<file path="config.mk">
export PLATFORM = sky130hd
export DESIGN_NAME = lz77d_ctrl
export DESIGN_NICKNAME = d
export VERILOG_FILES = /design/src/rtl/core/lz77d_pkg.sv /design/src/rtl/core/lz77d_ctrl.sv
export SDC_FILE = /design/constraint.sdc
export NUM_CORES = 1
export LEC_CHECK = 0
export ABC_AREA = 1
export BUFFER_PORTS_ARGS = -buffer_cell sky130_fd_sc_hd__buf_4
export CORE_AREA = 2 2 39 41
export DETAILED_ROUTE_END_ITERATION = 6
export DIE_AREA = 0 0 41 43
export PLACE_DENSITY_LB_ADDON = 0.2
export SYNTH_ARGS = -nofsm -noshare
export SYNTH_HDL_FRONTEND = slang
export SYNTH_SLANG_ARGS = --single-unit
</file>
<file path="constraint.sdc">
create_clock -name aclk -period 2.7 [get_ports aclk]
set_clock_uncertainty 0.1 [all_clocks]
set_input_delay 0.54 -clock aclk [delete_from_list [all_inputs] [get_ports aclk]]
set_output_delay 0.54 -clock aclk [all_outputs]
set_load 0.05 [all_outputs]
</file>
<file path="src/rtl/core/lz77d_pkg.sv">
// Package for the LZ77 token decompressor core: shared constants and types.
// Used by the controller, the datapath and the top level.
`timescale 1ns / 1ps

package lz77d_pkg;

    localparam int HISTORY_DEPTH_DEF = 4096;
    localparam int BEAT_BYTES_DEF    = 8;
    localparam int LW_WIDTH          = 4;
    localparam int SIZE_WIDTH        = 24;
    localparam int WORD_WIDTH        = 16;
    localparam int CFG_IDX_WIDTH     = 1;
    localparam logic [CFG_IDX_WIDTH-1:0] CFG_LENGTH_WIDTH = 1'b0;
    localparam logic [CFG_IDX_WIDTH-1:0] CFG_STREAM_SIZE  = 1'b1;
    localparam logic [LW_WIDTH-1:0] LW_MIN   = 4'd4;
    localparam logic [LW_WIDTH-1:0] LW_MAX   = 4'd8;
    localparam logic [LW_WIDTH-1:0] LW_RESET = 4'd8;

    typedef enum logic [1:0] {
        ST_CLEAR,
        ST_IDLE,
        ST_RUN,
        ST_FLUSH
    } state_t;

    // controller -> datapath
    typedef struct packed {
        logic start;   // latch token
        logic step;    // produce one byte, or read the ring for a copy byte
        logic flush;   // present the token's last beat
        logic clr_en;  // clear one ring entry
    } cmd_t;

    // datapath -> controller
    typedef struct packed {
        logic clr_done;
        logic tok_end;    // token ends with this step (last byte, or stream already ended)
        logic beat_busy;  // output register holds an untaken beat
        logic beat_full;  // accumulator holds a full beat
    } stat_t;

endpackage

</file>
<file path="src/rtl/core/lz77d_ctrl.sv">
// Controller for the LZ77 token decompressor: clear pass, token sequencing.
// Depends on lz77d_pkg.
`timescale 1ns / 1ps

module lz77d_ctrl (
    input  logic             aclk,
    input  logic             aresetn,
    input  logic             in_valid,
    output logic             in_ready,
    input  lz77d_pkg::stat_t stat,
    output lz77d_pkg::cmd_t  cmd
);

    lz77d_pkg::state_t state_reg, state_next;

    always_ff @(posedge aclk) begin
        if (!aresetn) begin
            state_reg <= lz77d_pkg::ST_CLEAR;
        end else begin
            state_reg <= state_next;
        end
    end

    always_comb begin
        state_next = state_reg;
        cmd        = '0;
        in_ready   = 1'b0;
        case (state_reg)
            lz77d_pkg::ST_CLEAR: begin
                cmd.clr_en = 1'b1;
                if (stat.clr_done) state_next = lz77d_pkg::ST_IDLE;
            end
            lz77d_pkg::ST_IDLE: begin
                in_ready = 1'b1;
                if (in_valid) begin
                    cmd.start  = 1'b1;
                    state_next = lz77d_pkg::ST_RUN;
                end
            end
            lz77d_pkg::ST_RUN: begin
                // stall while a full beat waits for the sink
                if (!(stat.beat_busy && stat.beat_full)) begin
                    cmd.step = 1'b1;
                    if (stat.tok_end) state_next = lz77d_pkg::ST_FLUSH;
                end
            end
            lz77d_pkg::ST_FLUSH: begin
                if (!stat.beat_busy) begin
                    cmd.flush  = 1'b1;
                    state_next = lz77d_pkg::ST_IDLE;
                end
            end
            default: state_next = lz77d_pkg::ST_IDLE;
        endcase
    end

endmodule

</file>
==> impl_metrics.py <==
metrics = {
    "floorplan": {
        "start_util_pct": 18.08,
        "die-width_um": 41,
        "core_area_mm2": 0.001384,
        "die_y_um": 43,
        "dieArea_mm2": 0.001763,
        "ios": 12,
        "num_rows": 14,
    },
    "clock_network": {
        "clock_latency_ps": 220,
        "cts_setup_buffers": 0,
        "cts_max_level": 1,
        "clk_pin_slew_ps": 30,
        "clk_path_buf_depth": 2,
        "ctsHoldBuffers": 0,
        "cts_buffers": 3,
        "tritoncts": "built",
        "cts.repair.resized": 0,
        "cts_root_buf": "clkbuf_4",
        "cts.sinks": 2,
    },
    "sta": {
        "drv_slew": 0,
        "max_freq_ghz": 0.5354,
        "hold_violations": 0,
        "layout_min_cycle_time_ps": 1868,
        "tightest_slew_ps": 176.1,
        "setup_ws_ps": 832.1,
        "setup_tns_ps": 0,
        "slew_headroom_pct": 88.25,
        "rsz0062_at_grt": "no",
        "final-setup-viol-count": 0,
        "min_period_over_period_pct": 69.18,
    },
    "layout": {
        "final_core_util_pct": 27.12,
        "drive_above_1_share_pct": 29.09,
        "largest_reg_flops": 2,
        "stdcell_area_um2": 375.4,
        "nets": 70,
        "antennaDiodeCount": 0,
        "final_cell_mix": "buf_4, inv_1, nand2_1",
        "area_growth_pct": 50.00,
        "final_common_cell": "buf_4",
    },
    "route": {
        "drt-vias-per-instance": 3.549,
        "wirelength_um": 507,
        "firstDrtPassIters": 2,
        "drc_errors": 0,
        "via_count": 252,
        "ant_nets": 0,
        "drt_iter0_drc": 3,
        "detail_route.wl_per_cell_um": 7.141,
    },
    "synthesis": {
        "synthDistinctLibCells": 8,
        "synth-seq-cells": 2,
        "synth_area_um2": 250.2,
        "synth_nets": 54,
        "syn_avg_cell_area_um2": 6.103,
        "yosysSeqAreaShare_pct": 16.00,
        "netlist_instances": 41,
        "ys_warn_count": 0,
    },
    "worst_setup_path": {
        "rr_endpoint": "state_reg[0]$_SDFFE_PN0P_",
        "path_class": "flop to output port",
        "worst_setup_path_end_kind": "output port",
        "critPathArrivalTime_ps": 1230,
        "startpoint_type": "flop",
        "timing.rr.start": "state_reg[0]$_SDFFE_PN0P_",
        "crit_fanout": 5,
        "startpoint": "state_reg[0]$_SDFFE_PN0P_",
        "reg2reg_depth": 8,
        "crit_path_end": "cmd[2]",
        "r2r_slack_ps": 1330,
        "worstPathRequired_ps": 2060,
    },
    "pwr": {
        "seq_power_share_pct": 14.8,
        "combPwrFrac_pct": 69.6,
        "p_sw_uw": 226.4,
        "clockPowerShare_pct": 15.6,
        "p_leak_nw": 0.2268,
        "ir_drop_mv": 0.3030,
        "p_int_uw": 187.6,
        "power.density_mw_per_mm2": 1103,
        "p_sw_share_pct": 54.68,
    },
    "worst_hold_path": {
        "holdCritPathClass": "primary input to flop",
    },
    "global_route": {
        "grt_first_pass_wirelength_um": 738,
        "track_usage_pct": 6.406,
        "grt_max_degree": 6,
        "antenna_found_initial": 0,
        "grt.overflow.total": 0,
        "grt_pass1_vias": 204,
    },
    "place": {
        "portBuffers": 11,
        "place.gp.congestion": 0.7185,
        "hpwl_um": 414.6,
        "place_ws_ps": 1048,
        "placed_area_um2": 352.8,
    },
    "flow_run": {
        "drv_cap": 0,
    },
    "status": {
        "outcome": "finished, final reports clean",
    },
}
critical path: stages (launching register included):
cell     delay, ps
dfxtp_1        390
inv_1          100
ha_1           220
inv_1           70
a21oi_1         40
buf_4          180
synth_stat cells:
| cell | number | area (um2) |
|---|---|---|
| a21oi_1 | 1 | 5.000 |
| dfxtp_1 | 2 | 40.04 |
| ha_1 | 6 | 75.07 |
| inv_1 | 10 | 37.54 |
| nand2_1 | 10 | 37.54 |
| nand3_1 | 4 | 20.02 |
| nor2_1 | 6 | 22.52 |
| nor2_2 | 2 | 12.51 |
logic make-up after synthesis:
family / share of synthesized area (%)
adders and majority gates: 30.00
AOI/OAI and AO/OA: 1.998
DFF: 16.00
buffers and inverters: 15.00
and+or+nand+nor: 37.00
per-layer routing:
| metal | share of wire, % | track usage [%] | up-vias |
|---|---|---|---|
| met1 | 45 | 7.325 | 99 |
| met5 | 0 | 0 | - |
| met3 | 7.7 | 1.571 | 0 |
| li1 | - | - | 147 |
| met2 | 48 | 9.063 | 6 |
| met4 | 0 | 6.000 | 0 |
how the worst min path moves through the flow:
stage | endpoint | slack, ps | from | cells after the start
2_1_floorplan | state_reg[1]$_SDFFE_PN0P_ | 440 | state_reg[1]$_SDFFE_PN0P_ | 2
3_3_place_gp | state_reg[0]$_SDFFE_PN0P_ | 470 | state_reg[0]$_SDFFE_PN0P_ | 2
3_5_place_dp | state_reg[1]$_SDFFE_PN0P_ | 470 | state_reg[1]$_SDFFE_PN0P_ | 2
4_1_cts | state_reg[1]$_SDFFE_PN0P_ | 460 | aresetn | 3
5_1_grt | state_reg[0]$_SDFFE_PN0P_ | 460 | aresetn | 3
6_report | state_reg[0]$_SDFFE_PN0P_ | 460 | aresetn | 3
power groups by stage:
| stage | registers (mW) | logic [mW] | clock network, mW |
|---|---|---|---|
| 6_report | 0.0612 | 0.288 | 0.0647 |
| 4_1_cts | 0.0619 | 0.293 | 0.0703 |
| 2_1_floorplan | 0.0578 | 0.226 | 0 |
| 3_5_place_dp | 0.0624 | 0.291 | 0 |
| 3_3_place_gp | 0.0606 | 0.293 | 0 |
| 5_1_grt | 0.0639 | 0.318 | 0.0734 |
stage by stage:
step	hold slack [ps]	std cells	power (mW)
2_1_floorplan	439.7	41	0.2842
3_3_place_gp	466.4	68	0.3540
3_5_place_dp	471.7	68	0.3538
4_1_cts	456.4	71	0.4253
5_1_grt	455.1	71	0.4550
6_report	460.1	71	0.4140
layout make-up:
type / count / area, um2
Tap cell: 16 / 20.02
Fill cell: 158 / 1008
Sequential cell: 2 / 40.04
Clock buffer: 3 / 22.52
Multi-Input combinational cell: 29 / 172.7
Timing Repair Buffer: 11 / 82.58
Inverter: 10 / 37.54
Note: power is estimated with default switching activity, not from simulation.
